### src/hw/rtl/rx_descriptor_ring_consumer_assert.svh
// Assertion helpers for the receive ring modules; only rdrc_back includes them.
`ifndef RX_DESCRIPTOR_RING_CONSUMER_ASSERT_SVH
`define RX_DESCRIPTOR_RING_CONSUMER_ASSERT_SVH

// Same-cycle implication, disabled while reset is asserted.
`define RDRC_ASSERT_SAME(lbl, clk, rst_n, ante, cons) \
    lbl: assert property (@(posedge clk) disable iff (!rst_n) (ante) |-> (cons)) \
        else $error("%m: same-cycle check failed");

// Next-cycle implication, disabled while reset is asserted.
`define RDRC_ASSERT_NEXT(lbl, clk, rst_n, ante, cons) \
    lbl: assert property (@(posedge clk) disable iff (!rst_n) (ante) |=> (cons)) \
        else $error("%m: next-cycle check failed");

`endif

### src/hw/rtl/rdrc_pkg.sv
package rdrc_pkg;

    localparam int RING_SLOTS_DEF  = 16;
    localparam int QUEUE_DEPTH_DEF = 2;

    localparam int LEN_W      = 12;
    localparam int CNT_W      = 32;
    localparam int SLOT_OUT_W = 8;
    localparam int STAT_W     = 3;

    localparam logic [LEN_W-1:0] CRC_BYTES = 12'd4;

    localparam logic CMD_INIT    = 1'b0;
    localparam logic CMD_EXAMINE = 1'b1;

    localparam logic [STAT_W-1:0] ST_HANDLED  = 3'd0;
    localparam logic [STAT_W-1:0] ST_DONE     = 3'd1;
    localparam logic [STAT_W-1:0] ST_NOT_INIT = 3'd2;
    localparam logic [STAT_W-1:0] ST_BOGUS    = 3'd3;
    localparam logic [STAT_W-1:0] ST_NO_START = 3'd4;
    localparam logic [STAT_W-1:0] ST_NO_END   = 3'd5;
    localparam logic [STAT_W-1:0] ST_FATAL    = 3'd6;

    typedef struct packed {
        logic             cmd;
        logic             first_of_batch;
        logic             drop_all;
        logic             chip_owned;
        logic             start_of_packet;
        logic             end_of_packet;
        logic             error_summary;
        logic             framing_error;
        logic             overflow_error;
        logic             crc_error;
        logic             buffer_error;
        logic [LEN_W-1:0] message_count;
    } t_rx_in;

    typedef struct packed {
        logic [STAT_W-1:0]     status;
        logic                  deliver;
        logic [LEN_W-1:0]      packet_length;
        logic [SLOT_OUT_W-1:0] slot_index;
        logic [CNT_W-1:0]      packets_received;
        logic [CNT_W-1:0]      crc_error_count;
        logic [CNT_W-1:0]      frame_error_count;
        logic [CNT_W-1:0]      overrun_error_count;
    } t_rx_out;

    // Request after classification; the status assumes the ring is ready.
    typedef struct packed {
        logic              is_init;
        logic [STAT_W-1:0] kind;
        logic              deliver;
        logic [LEN_W-1:0]  length;
        logic              inc_crc;
        logic              inc_frame;
        logic              inc_overrun;
    } t_rx_cls;

endpackage

### src/hw/rtl/rdrc_front.sv
module rdrc_front import rdrc_pkg::*; (
    input  t_rx_in  i_item,
    output t_rx_cls o_cls
);

    logic toss;
    logic fatal;

    always_comb begin
        o_cls = '0;
        toss  = i_item.drop_all;
        fatal = 1'b0;
        if (i_item.cmd == CMD_INIT) begin
            o_cls.is_init = 1'b1;
            o_cls.kind    = ST_HANDLED;
        end else if (i_item.chip_owned) begin
            o_cls.kind = i_item.first_of_batch ? ST_BOGUS : ST_DONE;
        end else if (!i_item.start_of_packet) begin
            o_cls.kind = ST_NO_START;
        end else if (!i_item.end_of_packet && !i_item.error_summary) begin
            o_cls.kind = ST_NO_END;
        end else begin
            if (!i_item.end_of_packet) begin
                // A chained packet cut short: only overrun is counted, and a buffer error is fatal.
                toss              = 1'b1;
                o_cls.inc_overrun = i_item.overflow_error;
                fatal             = i_item.buffer_error;
            end else if (i_item.error_summary) begin
                toss            = 1'b1;
                o_cls.inc_frame = i_item.framing_error;
                o_cls.inc_crc   = i_item.crc_error;
            end
            if (fatal) begin
                o_cls.kind = ST_FATAL;
            end else begin
                o_cls.kind    = ST_HANDLED;
                o_cls.deliver = !toss;
                o_cls.length  = (i_item.message_count >= CRC_BYTES) ?
                                (i_item.message_count - CRC_BYTES) : '0;
            end
        end
    end

endmodule

### src/hw/rtl/rdrc_queue.sv
module rdrc_queue import rdrc_pkg::*; #(
    parameter int DEPTH = QUEUE_DEPTH_DEF
) (
    input  logic    i_clk,
    input  logic    i_rst_n,
    input  logic    i_push,
    input  t_rx_cls i_data,
    output logic    o_full,
    output logic    o_valid,
    output t_rx_cls o_data,
    input  logic    i_pop
);

    localparam int PTR_W = (DEPTH > 1) ? $clog2(DEPTH) : 1;
    localparam int CNT_W_Q = $clog2(DEPTH + 1);
    localparam logic [PTR_W-1:0]   LAST_PTR = PTR_W'(DEPTH - 1);
    localparam logic [CNT_W_Q-1:0] FULL_CNT = CNT_W_Q'(DEPTH);

    t_rx_cls r_mem [DEPTH];
    logic [PTR_W-1:0]   r_wr_ptr;
    logic [PTR_W-1:0]   r_rd_ptr;
    logic [CNT_W_Q-1:0] r_count;
    logic [CNT_W_Q-1:0] n_count;

    assign o_full  = (r_count == FULL_CNT);
    assign o_valid = (r_count != '0);
    assign o_data  = r_mem[r_rd_ptr];

    always_comb begin
        n_count = r_count;
        if (i_push && !(i_pop && o_valid)) begin
            n_count = r_count + CNT_W_Q'(1);
        end else if (!i_push && i_pop && o_valid) begin
            n_count = r_count - CNT_W_Q'(1);
        end
    end

    always_ff @(posedge i_clk) begin
        if (i_push) begin
            r_mem[r_wr_ptr] <= i_data;
        end
    end

    always_ff @(posedge i_clk) begin
        if (!i_rst_n) begin
            r_wr_ptr <= '0;
            r_rd_ptr <= '0;
            r_count  <= '0;
        end else begin
            r_count <= n_count;
            if (i_push) begin
                r_wr_ptr <= (r_wr_ptr == LAST_PTR) ? '0 : r_wr_ptr + PTR_W'(1);
            end
            if (i_pop && o_valid) begin
                r_rd_ptr <= (r_rd_ptr == LAST_PTR) ? '0 : r_rd_ptr + PTR_W'(1);
            end
        end
    end

endmodule

### src/hw/rtl/rdrc_back.sv
`include "rx_descriptor_ring_consumer_assert.svh"

module rdrc_back import rdrc_pkg::*; #(
    parameter int RING_SLOTS = RING_SLOTS_DEF
) (
    input  logic    i_clk,
    input  logic    i_rst_n,
    input  logic    i_q_valid,
    input  t_rx_cls i_q_data,
    output logic    o_pop,
    output logic    o_out_valid,
    output t_rx_out o_out_data,
    input  logic    i_out_stall
);

    localparam int SLOT_W = $clog2(RING_SLOTS);
    localparam logic [SLOT_W-1:0] LAST_SLOT = SLOT_W'(RING_SLOTS - 1);

    logic              r_ready;
    logic              n_ready;
    logic [SLOT_W-1:0] r_slot;
    logic [SLOT_W-1:0] n_slot;
    logic [CNT_W-1:0]  r_rx;
    logic [CNT_W-1:0]  n_rx;
    logic [CNT_W-1:0]  r_crc;
    logic [CNT_W-1:0]  n_crc;
    logic [CNT_W-1:0]  r_frame;
    logic [CNT_W-1:0]  n_frame;
    logic [CNT_W-1:0]  r_overrun;
    logic [CNT_W-1:0]  n_overrun;
    logic              r_out_valid;
    t_rx_out           r_out;
    t_rx_out           n_out;
    logic              load;

    // The output register takes a new request whenever it is empty or being drained.
    assign load        = i_q_valid && (!r_out_valid || !i_out_stall);
    assign o_pop       = load;
    assign o_out_valid = r_out_valid;
    assign o_out_data  = r_out;

    always_comb begin
        n_ready   = r_ready;
        n_slot    = r_slot;
        n_rx      = r_rx;
        n_crc     = r_crc;
        n_frame   = r_frame;
        n_overrun = r_overrun;
        n_out     = '0;
        if (i_q_data.is_init) begin
            n_ready          = 1'b1;
            n_slot           = '0;
            n_out.status     = ST_HANDLED;
        end else if (!r_ready) begin
            n_out.status     = ST_NOT_INIT;
            n_out.slot_index = SLOT_OUT_W'(r_slot);
        end else begin
            n_out.status        = i_q_data.kind;
            n_out.deliver       = i_q_data.deliver;
            n_out.packet_length = i_q_data.length;
            n_out.slot_index    = SLOT_OUT_W'(r_slot);
            n_crc               = r_crc + CNT_W'(i_q_data.inc_crc);
            n_frame             = r_frame + CNT_W'(i_q_data.inc_frame);
            n_overrun           = r_overrun + CNT_W'(i_q_data.inc_overrun);
            if (i_q_data.kind == ST_HANDLED) begin
                n_rx   = r_rx + CNT_W'(1);
                n_slot = (r_slot == LAST_SLOT) ? '0 : r_slot + SLOT_W'(1);
            end
        end
        n_out.packets_received    = n_rx;
        n_out.crc_error_count     = n_crc;
        n_out.frame_error_count   = n_frame;
        n_out.overrun_error_count = n_overrun;
    end

    always_ff @(posedge i_clk) begin
        if (load) begin
            r_out <= n_out;
        end
    end

    always_ff @(posedge i_clk) begin
        if (!i_rst_n) begin
            r_ready     <= 1'b0;
            r_slot      <= '0;
            r_rx        <= '0;
            r_crc       <= '0;
            r_frame     <= '0;
            r_overrun   <= '0;
            r_out_valid <= 1'b0;
        end else begin
            if (load) begin
                r_ready     <= n_ready;
                r_slot      <= n_slot;
                r_rx        <= n_rx;
                r_crc       <= n_crc;
                r_frame     <= n_frame;
                r_overrun   <= n_overrun;
                r_out_valid <= 1'b1;
            end else if (!i_out_stall) begin
                r_out_valid <= 1'b0;
            end
        end
    end

    `RDRC_ASSERT_SAME(a_deliver_handled, i_clk, i_rst_n,
                      r_out_valid && r_out.deliver, r_out.status == ST_HANDLED)
    `RDRC_ASSERT_SAME(a_len_zero, i_clk, i_rst_n,
                      r_out_valid && (r_out.status != ST_HANDLED), r_out.packet_length == '0)
    `RDRC_ASSERT_NEXT(a_slot_step, i_clk, i_rst_n,
                      load && r_ready && !i_q_data.is_init && (i_q_data.kind == ST_HANDLED),
                      r_slot != $past(r_slot))
    `RDRC_ASSERT_NEXT(a_init_slot, i_clk, i_rst_n,
                      load && i_q_data.is_init, r_ready && (r_slot == '0))

endmodule

### src/hw/rtl/rx_descriptor_ring_consumer.sv
// A request accepted on the input is written into the queue, then into the output register that drives o_out_valid.
// Throughput: one request per cycle; the queue (two entries by default) between classifier and the
// counter stage stalls the input only when it is full behind a stalled output register.
// Reset (i_rst_n low, synchronous) clears ring ready, slot index, all four counters,
// the queue and the output valid; the stored payloads are not cleared.
module rx_descriptor_ring_consumer import rdrc_pkg::*; #(
    parameter int RING_SLOTS  = RING_SLOTS_DEF,
    parameter int QUEUE_DEPTH = QUEUE_DEPTH_DEF
) (
    input  logic    i_clk,
    input  logic    i_rst_n,
    input  logic    i_in_valid,
    output logic    o_in_stall,
    input  t_rx_in  i_in_data,
    output logic    o_out_valid,
    input  logic    i_out_stall,
    output t_rx_out o_out_data
);

    t_rx_cls cls;
    t_rx_cls q_data;
    logic    q_full;
    logic    q_valid;
    logic    q_pop;
    logic    push;

    assign o_in_stall = q_full;
    assign push       = i_in_valid && !q_full;

    rdrc_front u_front (
        .i_item (i_in_data),
        .o_cls  (cls)
    );

    rdrc_queue #(
        .DEPTH (QUEUE_DEPTH)
    ) u_queue (
        .i_clk   (i_clk),
        .i_rst_n (i_rst_n),
        .i_push  (push),
        .i_data  (cls),
        .o_full  (q_full),
        .o_valid (q_valid),
        .o_data  (q_data),
        .i_pop   (q_pop)
    );

    rdrc_back #(
        .RING_SLOTS (RING_SLOTS)
    ) u_back (
        .i_clk       (i_clk),
        .i_rst_n     (i_rst_n),
        .i_q_valid   (q_valid),
        .i_q_data    (q_data),
        .o_pop       (q_pop),
        .o_out_valid (o_out_valid),
        .o_out_data  (o_out_data),
        .i_out_stall (i_out_stall)
    );

endmodule

### config.mk
export PLATFORM = sky130hd
export DESIGN_NAME = rx_descriptor_ring_consumer
export DESIGN_NICKNAME = d
export VERILOG_FILES = /design/src/hw/rtl/rdrc_pkg.sv /design/src/hw/rtl/rdrc_front.sv /design/src/hw/rtl/rdrc_queue.sv /design/src/hw/rtl/rdrc_back.sv /design/src/hw/rtl/rx_descriptor_ring_consumer.sv
export VERILOG_INCLUDE_DIRS = /design/src /design/src/hw/rtl
export SDC_FILE = /design/constraint.sdc
export NUM_CORES = 1
export LEC_CHECK = 0
export BUFFER_PORTS_ARGS = -buffer_cell sky130_fd_sc_hd__buf_4
export CAP_MARGIN = 5
export CORE_UTILIZATION = 53
export DETAILED_ROUTE_END_ITERATION = 12
export PLACE_DENSITY = 0.79
export SYNTH_ARGS = -nofsm -noshare
export SYNTH_HDL_FRONTEND = slang
export SYNTH_SLANG_ARGS = --single-unit
### constraint.sdc
create_clock -name i_clk -period 5.4 [get_ports i_clk]
set_input_delay 0.27 -clock i_clk [delete_from_list [all_inputs] [get_ports i_clk]]
set_output_delay 0.27 -clock i_clk [all_outputs]
set_load 0.005 [all_outputs]
==> metrics.cfg, run 1 <==
[run_status]
outcome = complete, no violations

[sta]
setup_viol_count_final = 0
max_clock_freq_mhz = 318.0
finalHoldViolCount = 0
clock_skew_ns = 0.01091
setup_tns_ns = 0
rsz0062_at_grt = false
slew_violations = 0
post-route-period-util_pct = 58.23
fin_hold_ws_ns = 0.05835
worst_slack_ns = 2.256
tightestPinTransition_ns = 1.088
min_period_ns = 3.144
relSlewSlack_pct = 27.12

[clocking]
cts_setup_buffers = 0
insertion_delay_ns = 0.51
hold_buffers = 0
cts_made_buffers = 35
cts_tree = built
htreeDepth = 2
cts.sinks = 327
cts_resized = 0
path_clk_slew_ns = 0.06
clock-root-buffer = clkbuf_16
clockBufferDepth = 3

[floorplan]
die_h_um = 170.1
start_util_pct = 53.93
die_area_sq_um = 28940
dieWidth_um = 170.1
coreArea_sq_um = 27780
io_pins = 181
row_count = 61

[critical_path]
worstSetupPathType = flip-flop to flip-flop
timing.rr.end = u_back.r_overrun[26]$_SDFFE_PN0P_
critPathRequiredTime_ns = 5.83
end_kind = flip-flop
reg2reg_slack_ns = 2.26
crit_arrival_ns = 3.58
critPathMaxFanout = 24
cp-endpoint = u_back.r_overrun[26]$_SDFFE_PN0P_
crit_path_start_kind = flip-flop
worstRegToRegCells = 9

[layout]
area.growth.synth_to_final_pct = 17.94
finish.utilization_pct = 63.60
layout.nets = 1597
layout-drive-gt1-share_pct = 16.83
diodes = 0

[synth]
syn_inst = 1416
synth_top_area_share_pct = 37.68
synth_ff_type = edfxtp_1
synth_common_cells = 191 x nor2_1, 188 x edfxtp_1, 139 x dfxtp_1, 133 x nand2_1, 105 x xnor2_1
synth_area_leader_cell = edfxtp_1
yosys_warnings = 0
mappedNetlistArea_sq_um = 14980
seq_area_frac_synth_pct = 56.26
synth-seq-cells = 327
synthTopCellsByArea = edfxtp_1 38%, dfxtp_1 19%, xnor2_1 6.1%, xor2_1 6.0%, nor2_1 4.8%
post_synth.cell_area_avg_sq_um = 10.58
ys_types = 60
synth_most_common_cell = nor2_1
synth_edf_count = 188
async_flop_share_pct = 0

[drt]
dr.pass1.iters = 5
drc_errors = 0
dr.first_iter.drc_count = 622
viasPerCell = 5.549
routed_wl_um = 31540
routedWlPerCell_um = 16.06
ant_nets = 0
vias = 10900

[power]
p_leak_nw = 6.464
power_density_nw_per_um2 = 381.0
irDropWorstVdd_mv = 0.2253

[global_route]
grt_start_max_net_pins = 105
grt-ovfl-total = 0
grt_pass1_vias = 10110
grt_pass1_wl_um = 50270
antenna_found_initial = 0
grtUsageTotal_pct = 21.71

[place]
place_congestion = 0.8457
dp_slack_ns = 2.245
port-buffer-count = 176
hpwlAfterDp_um = 20810

[hold_path]
hp-class = input port to flip-flop
min_path_cells = 2

[flow_run]
maxCapViolCount = 0

worst min path at each step:
stage                                       from                             end  slack, ns
CTS                                i_in_data[20]  u_queue.r_mem[1][15]$_DFFE_PP_       0.04
global placement    u_back.r_rx[31]$_SDFFE_PN0P_    u_back.r_rx[31]$_SDFFE_PN0P_       0.46
floorplan                                i_rst_n   u_back.r_crc[28]$_SDFFE_PN0P_       0.42
finish                             i_in_data[20]  u_queue.r_mem[1][15]$_DFFE_PP_       0.06
detailed placement  u_back.r_rx[31]$_SDFFE_PN0P_    u_back.r_rx[31]$_SDFFE_PN0P_       0.48
global route                       i_in_data[20]  u_queue.r_mem[1][15]$_DFFE_PP_       0.04
placed cells by master, fill, tap and decap left out, types with 4 or more instances in the layout:
cell type / count
xor2_1: 102
clkinv_1: 7
dfxtp_1: 139
clkinv_2: 8
or4_1: 16
o21ai_0: 18
xnor2_1: 105
or2_2: 5
clkinvlp_4: 4
conb_1: 4
o31ai_1: 11
mux2i_1: 26
nor4_2: 4
nand2b_1: 16
nand3_1: 68
nor4_1: 28
nand4_1: 62
ha_1: 10
edfxtp_1: 188
inv_1: 15
buf_4: 185
nand2_1: 133
o211ai_1: 4
nor2_1: 191
and3_1: 23
or3_1: 18
a311oi_1: 8
clkbuf_16: 37
clkbuf_1: 4
o21bai_1: 7
a21oi_1: 32
and2_1: 16
nor3_1: 38
and4_1: 9
area by class of cell:
class / instances / area, sq um
multi-input combinational: 994 / 6178
sequential: 327 / 8428
inverter: 17 / 70.07
fill: 2247 / 10110
timing repair buffer: 185 / 1389
tap: 378 / 473.0
clock inverter: 22 / 190.2
clock buffer: 41 / 940.9
metal layers:
metal | up-vias | GRT usage [%] | routed length (um)
met1 | 5237 | 29.28 | 14080
met3 | 55 | 3.419 | 1672
li1 | 5297 | - | -
met5 | - | 0 | 0
met4 | 0 | 7.286 | 785
met2 | 310 | 35.67 | 15010
worst max-delay path, stage by stage (launching register included):
cell,delay (ns)
dfxtp_1,0.34
buf_4,0.34
mux2_2,0.23
ha_1,0.21
ha_1,0.21
and3_1,0.24
nand3_1,0.21
or4_1,0.69
nor4_2,0.36
mux2i_1,0.24
power by group:
group | internal (mW) | switching (mW)
clock | 1.39 | 0.957
combinational | 0.473 | 0.677
sequential | 3.09 | 0.144
total | 4.95 | 1.78
through the flow:
step | instance area (sq um) | std cells | power, mW
after floorplan | 15000 | 1419 | 3.872
after global placement | 16540 | 1901 | 4.427
after detailed placement | 16540 | 1901 | 4.451
after CTS | 17670 | 1964 | 6.805
after global routing | 17670 | 1964 | 7.014
final | 17670 | 1964 | 6.732
kinds of logic after synthesis:
kind of cell / Yosys count / synth area share [%]
and+or+nand+nor: 645 / 21.71
xor gates and xnor gates: 207 / 12.10
muxes: 31 / 2.155
adders and majority gates: 10 / 0.8351
AOI/OAI and AO/OA: 97 / 4.218
buffers and inverters: 98 / 2.706
other: 1 / 0.02503
DFF: 327 / 56.26
registers in the layout, indices dropped and copies added, names as in the netlist, 2 cells and up, named ones only:
name               count
u_back.r_overrun      32
u_queue.r_mem         40
u_back.r_rx           32
u_back.r_crc          32
u_back.r_frame        32
u_back.o_out_data    148
u_queue.r_count        2
u_back.r_slot          4
No activity file was read; power rests on OpenSTA's default activity.
==> run 2: changes to the inputs <==
--- a/config.mk
+++ b/config.mk
@@ -8,9 +8,9 @@
 export LEC_CHECK = 0
 export BUFFER_PORTS_ARGS = -buffer_cell sky130_fd_sc_hd__buf_4
 export CAP_MARGIN = 5
-export CORE_UTILIZATION = 53
+export CORE_UTILIZATION = 54
 export DETAILED_ROUTE_END_ITERATION = 12
-export PLACE_DENSITY = 0.79
+export PLACE_DENSITY = 0.77
 export SYNTH_ARGS = -nofsm -noshare
 export SYNTH_HDL_FRONTEND = slang
 export SYNTH_SLANG_ARGS = --single-unit
==> constraint.sdc (replaced) <==
create_clock -name i_clk -period 3.2 [get_ports i_clk]
set_input_delay 0.16 -clock i_clk [delete_from_list [all_inputs] [get_ports i_clk]]
set_output_delay 0.16 -clock i_clk [all_outputs]
set_load 0.005 [all_outputs]
==> run 2 against run 1 <==
  * Setup slack worse by 2.1 ns
  * First-iteration DRC count is 12% higher
  * Cell count is 0.87% higher
  * Power is 68% higher
  * Combinational power is 79% higher
  * Clock power is 62% higher
  * Die area is 1.8% lower
  * Sequential share of layout area is 0.46 points lower
  * Hold slack worse by 0.035 ns
  * Non-clock buffer count is 25 higher
  * Design area is 0.96% higher
  * Sequential power is 69% higher
==> metrics.cfg, run 2 (same netlist as run 1, synthesis figures left out) <==
[global_route]
grt_pass1_vias = 10560  ; +4.5%
grt-ovfl-total = 0  ; unchanged
grt_start_max_net_pins = 80  ; -24%
grtUsageTotal_pct = 22.96  ; +1.2 points
grt_pass1_wl_um = 52710  ; +4.9%
antenna_found_initial = 0  ; unchanged

[critical_path]
end_kind = flip-flop
crit_arrival_ns = 3.25  ; -0.33 ns
reg2reg_slack_ns = 0.20  ; -2.06 ns
critPathMaxFanout = 12  ; -50%
crit_path_start_kind = flip-flop
critPathRequiredTime_ns = 3.44  ; -2.39 ns
worstSetupPathType = flip-flop to flip-flop

[drt]
ant_nets = 0  ; unchanged
viasPerCell = 5.571  ; +0.39%
route.met2.wl_um = 16120  ; +7.4%
routedWlPerCell_um = 16.37  ; +1.9%
top_layer_used = met4
dr.first_iter.drc_count = 696  ; +12%
drc_errors = 0  ; unchanged
dr.pass1.iters = 5  ; unchanged
routed_wl_um = 32430  ; +2.8%
wl_met3_um = 1524  ; -8.9%
wl_met1_um = 13990  ; -0.63%
vias = 11040  ; +1.3%

[floorplan]
dieWidth_um = 168.6  ; -0.92%
io_pins = 181  ; unchanged
coreArea_sq_um = 27100  ; -2.4%
row_count = 60  ; -1.6%
start_util_pct = 55.28  ; +1.4 points
die_h_um = 168.6  ; -0.92%
die_area_sq_um = 28410  ; -1.8%

[flow_run]
maxCapViolCount = 0  ; unchanged

[layout]
largest_reg_flops = 148  ; unchanged
layout-drive-gt1-share_pct = 17.46  ; +0.63 points
area.growth.synth_to_final_pct = 19.07
finish.utilization_pct = 65.83  ; +2.2 points
layout.nets = 1621  ; +1.5%
diodes = 0  ; unchanged
final_common_cell = buf_4
layout_common_cells = 201 x buf_4, 191 x nor2_1, 188 x edfxtp_1, 139 x dfxtp_1, 133 x nand2_1

[clocking]
insertion_delay_ns = 0.50  ; about the same
cts_tree = built
cts.sinks = 327  ; unchanged
clock-root-buffer = clkbuf_16
cts_made_buffers = 34  ; -2.9%
path_clk_slew_ns = 0.06  ; about the same
cts_setup_buffers = 0  ; unchanged
clockBufferDepth = 3  ; unchanged
htreeDepth = 2  ; unchanged

[place]
port-buffer-count = 176  ; unchanged
place_congestion = 0.8495  ; +0.45%
hpwlAfterDp_um = 21750  ; +4.5%

[sta]
min_period_ns = 3.004  ; -0.1397 ns
setup_tns_ns = 0  ; unchanged
relSlewSlack_pct = 26.60  ; -0.51 points
max_clock_freq_mhz = 332.8  ; +4.7%
clock_skew_ns = 0.01003  ; -0.0008722 ns
slew_violations = 0  ; unchanged
fin_hold_ws_ns = 0.02301  ; -0.03533 ns
rsz0062_at_grt = false
post-route-period-util_pct = 93.89  ; +36 points
tightestPinTransition_ns = 1.096  ; +0.007645 ns
setup_viol_count_final = 0  ; unchanged
finalHoldViolCount = 0  ; unchanged

[run_status]
outcome = complete, no violations

[hold_path]
hp-class = input port to flip-flop

[power]
irDropWorstVdd_mv = 0.4411  ; +96%
p_leak_nw = 6.585  ; +1.9%
power_density_nw_per_um2 = 634.2  ; +66%

run 2: changes by cell type in the layout (fill, tap and decap cells not counted), sizes merged:
| cell | delta |
|---|---|
| clkinvlp | -4 |
| buf | +18 |
| bufinv | -1 |
| clkinv | -3 |
| clkbuf | +6 |
| dlygate4sd3 | +7 |
run 2: final cells by class:
type | count | area, sq um
tap | 372 | 465.4
fill | 2105 | 9261
sequential | 327 | 8428
clock inverter | 14 | 117.6
timing repair buffer | 210 | 1619
inverter | 17 | 70.07
clock buffer | 47 | 960.9
multi-input combinational | 994 | 6178
run 2: per-layer routing:
metal  GRT usage, %  vias up
met3          3.203       61
li1               -     5352
met5              0        -
met1          29.78     5325
met4          7.589        0
met2          39.67      298
run 2: through the flow:
step	power, mW	std cells	cell area [sq um]	setup slack (ns)
after floorplan	6.442	1419	15000	0.1806
after global placement	7.569	1913	16690	0.2831
after detailed placement	7.615	1913	16690	0.2329
after CTS	11.44	1981	17840	0.1849
after global routing	11.78	1981	17840	0.01873
final	11.31	1981	17840	0.1955
run 2: power by group:
part | internal, mW | switching (mW) | total, mW
clock | 2.26 | 1.54 | 3.80
combinational | 0.878 | 1.18 | 2.06
sequential | 5.20 | 0.247 | 5.45
total | 8.34 | 2.97 | 11.3
run 2: final timing paths:
| kind | cells after the start | endpoint | startpoint |
|---|---|---|---|
| worst max-delay path | 8 | u_back.o_out_data[92]$_DFFE_PP_ | flip-flop |
| worst min-delay path | 2 | u_queue.r_mem[1][2]$_DFFE_PP_ | i_in_data[13] |
| worst max register to register | 8 | u_back.o_out_data[92]$_DFFE_PP_ | flip-flop |
| worst min register to register | 2 | u_back.r_rx[31]$_SDFFE_PN0P_ | u_back.r_rx[31]$_SDFFE_PN0P_ |
run 2: critical path: stages (launching register included):
cell,delay [ns]
dfxtp_1,0.42
mux2_2,0.20
ha_1,0.21
ha_1,0.21
nand3_1,0.15
or4_1,0.78
or3_1,0.50
nor2_1,0.18
xor2_1,0.09
run 2: what timing repair did:
action / in CTS / in global routing
hold endpoints to repair: 11 / 0
hold buffers: 7 / 0
gates resized for setup: 0 / 0
==> run 3: changes to the inputs <==
--- a/config.mk
+++ b/config.mk
@@ -10,7 +10,7 @@
 export CAP_MARGIN = 5
 export CORE_UTILIZATION = 54
 export DETAILED_ROUTE_END_ITERATION = 12
-export PLACE_DENSITY = 0.77
+export PLACE_DENSITY = 0.75
 export SYNTH_ARGS = -nofsm -noshare
 export SYNTH_HDL_FRONTEND = slang
 export SYNTH_SLANG_ARGS = --single-unit
==> run 3 against run 2 <==
  * Clock-buffer cell count rose by 6
  * Power up 0.26%
  * Maximum frequency increased by 2.1%
  * Register-to-register slack better by 0.06 ns
  * Combinational power about the same
  * Critical path type unchanged
  * Clock skew increased by 0.0024 ns
  * Cell count about the same
  * Die area is the same
  * Via count fell by 1.4%
  * Global-route usage is 0.33 points lower
  * Largest power group unchanged
  * Clock power is 2% higher
  * First-iteration DRC count fell by 6.0%
==> metrics.cfg, run 3 (same netlist as run 1, synthesis figures left out) <==
[run_status]
outcome = complete, no violations

[place]
place_inst = 1911  ; -0.10%
place_congestion = 0.8594  ; +1.2%
hpwlAfterDp_um = 21430  ; -1.5%
port-buffer-count = 176  ; unchanged

[sta]
relSlewSlack_pct = 26.49  ; -0.11 points
max_clock_freq_mhz = 340.0  ; +2.1%
setup_viol_count_final = 0  ; unchanged
min_period_ns = 2.941  ; -0.06315 ns
setup_tns_ns = 0  ; unchanged
rsz0062_at_grt = false
slew_violations = 0  ; unchanged
finalHoldViolCount = 0  ; unchanged
clock_skew_ns = 0.01242  ; +0.002384 ns
tightestPinTransition_ns = 1.098  ; +0.001631 ns
post-route-period-util_pct = 91.92  ; -2.0 points

[drt]
vias = 10880  ; -1.4%
ant_nets = 0  ; unchanged
dr.pass1.iters = 5  ; unchanged
dr.first_iter.drc_count = 654  ; -6.0%
routedWlPerCell_um = 16.01  ; -2.2%
drc_errors = 0  ; unchanged
viasPerCell = 5.496  ; -1.3%
routed_wl_um = 31700  ; -2.3%

[critical_path]
cpMostUsedCell = ha_1
timing.rr.end = u_back.o_out_data[28]$_DFFE_PP_
worstRegToRegCells = 9  ; +1
critPathRequiredTime_ns = 3.46  ; +0.02 ns
reg2reg_slack_ns = 0.26  ; +0.06 ns
worstSetupPathType = flip-flop to flip-flop
critPathMaxFanout = 12  ; unchanged
crit_arrival_ns = 3.20  ; -0.05 ns
end_kind = flip-flop
crit_path_start_kind = flip-flop
slowest_stage = or4_1
cpPeakStageDelay_ns = 0.70  ; -0.08 ns
cp_cell_sequence = buf_4, mux2_2, ha_1, ha_1, and3_1, nand3_1, or4_1, nor3_1, xor2_1

[layout]
final_common_cell = buf_4
largest_reg_flops = 148  ; unchanged
post_layout_nonfiller_instances = 1980  ; -0.050%
layout-drive-gt1-share_pct = 17.10  ; -0.36 points
layout_common_cells = 201 x buf_4, 191 x nor2_1, 188 x edfxtp_1, 139 x dfxtp_1, 133 x nand2_1
layout.nets = 1619  ; -0.12%
diodes = 0  ; unchanged
area.growth.synth_to_final_pct = 18.84

[floorplan]
dieWidth_um = 168.6  ; unchanged
io_pins = 181  ; unchanged
start_util_pct = 55.28  ; unchanged
row_count = 60  ; unchanged
die_h_um = 168.6  ; unchanged
coreArea_sq_um = 27100  ; unchanged
die_area_sq_um = 28410  ; unchanged

[global_route]
grt_pass1_wl_um = 52040  ; -1.3%
grt_pass1_vias = 10570  ; +0.038%
grt-ovfl-total = 0  ; unchanged
grtUsageTotal_pct = 22.63  ; -0.33 points
antenna_found_initial = 0  ; unchanged
grt_start_max_net_pins = 53  ; -34%

[clocking]
cts.sinks = 327  ; unchanged
clockBufferDepth = 3  ; unchanged
path_clk_slew_ns = 0.06  ; about the same
cts_setup_buffers = 0  ; unchanged
cts_tree = built
cts_made_buffers = 35  ; +2.9%
htreeDepth = 2  ; unchanged
clock-root-buffer = clkbuf_16
insertion_delay_ns = 0.51  ; about the same

[hold_path]
min_path_cells = 3  ; +1
min_from = i_in_data[19]
hp-class = input port to flip-flop
holdPathEnd = u_queue.r_mem[0][16]$_DFFE_PP_

[power]
p_leak_nw = 6.556  ; -0.45%
power_mw = 11.34  ; +0.26%
irDropWorstVdd_mv = 0.4116  ; -6.7%
power_density_nw_per_um2 = 637.0  ; +0.45%

[flow_run]
maxCapViolCount = 0  ; unchanged

[run 3: cell count changes in the layout (fill, tap and decap cells not counted), sizes merged]
cell | before | now
clkbuf | 47 | 53
buf | 203 | 201
dlygate4sd3 | 7 | 6
inv | 17 | 16
clkinv | 12 | 8
clkinvlp | 0 | 1
[run 3: layout make-up]
type,count,area (sq um)
Inverter,17,70.07
Clock inverter,10,97.59
Clock buffer,53,996.0
Multi-Input combinational cell,994,6178
Sequential cell,327,8428
Timing Repair Buffer,207,1569
Fill cell,2088,9296
Tap cell,372,465.4
[run 3: report_power, final]
group	switching (mW)	internal [mW]
Sequential	0.230	5.20
Clock	1.57	2.31
Combinational	1.18	0.848
Total	2.98	8.36
[run 3: stage by stage]
step	worst slack (ns)	area (sq um)	hold WS [ns]	util (%)
floorplan	0.1806	15000	0.3092	-
global placement	0.3702	16650	0.4594	61.44
detailed placement	0.2978	16650	0.4622	61.44
CTS	0.2867	17800	0.0004786	65.70
global route	0.006274	17800	0.01653	65.70
finish	0.2587	17800	0.02639	65.70
[run 3: worst max path at each step]
stage                          from                              end  slack [ns]  depth (start not counted)
after global placement    flip-flop  u_back.o_out_data[92]$_DFFE_PP_        0.37                          8
after global routing      flip-flop  u_back.o_out_data[26]$_DFFE_PP_       0.006                          9
after CTS                 flip-flop  u_back.o_out_data[28]$_DFFE_PP_        0.29                          9
after detailed placement  flip-flop  u_back.o_out_data[26]$_DFFE_PP_        0.30                          9
final                     flip-flop  u_back.o_out_data[28]$_DFFE_PP_        0.26                          9
after floorplan           flip-flop  u_back.o_out_data[84]$_DFFE_PP_        0.18                         11
[run 3: worst max-delay path, delay by kind of cell, from the launching register on]
kind	cells	cell delay, ns
flip-flops	1	0.32
buffers and inverters	1	0.19
XOR/XNOR	1	0.09
adder cells (fa/ha/maj)	2	0.40
AND/OR/NAND/NOR	4	1.46
multiplexers	1	0.24
[run 3: timing repair]
item	4_1_cts	5_1_grt
hold buffers	6	0
hold endpoints to repair	9	0
gates resized for setup	0	0
[run 3: layer usage]
metal	GRT usage (%)	part of all wire (%)
met2	36.59	47
met4	8.854	3.2
met5	0	0
met1	30.80	45
met3	3.414	4.9
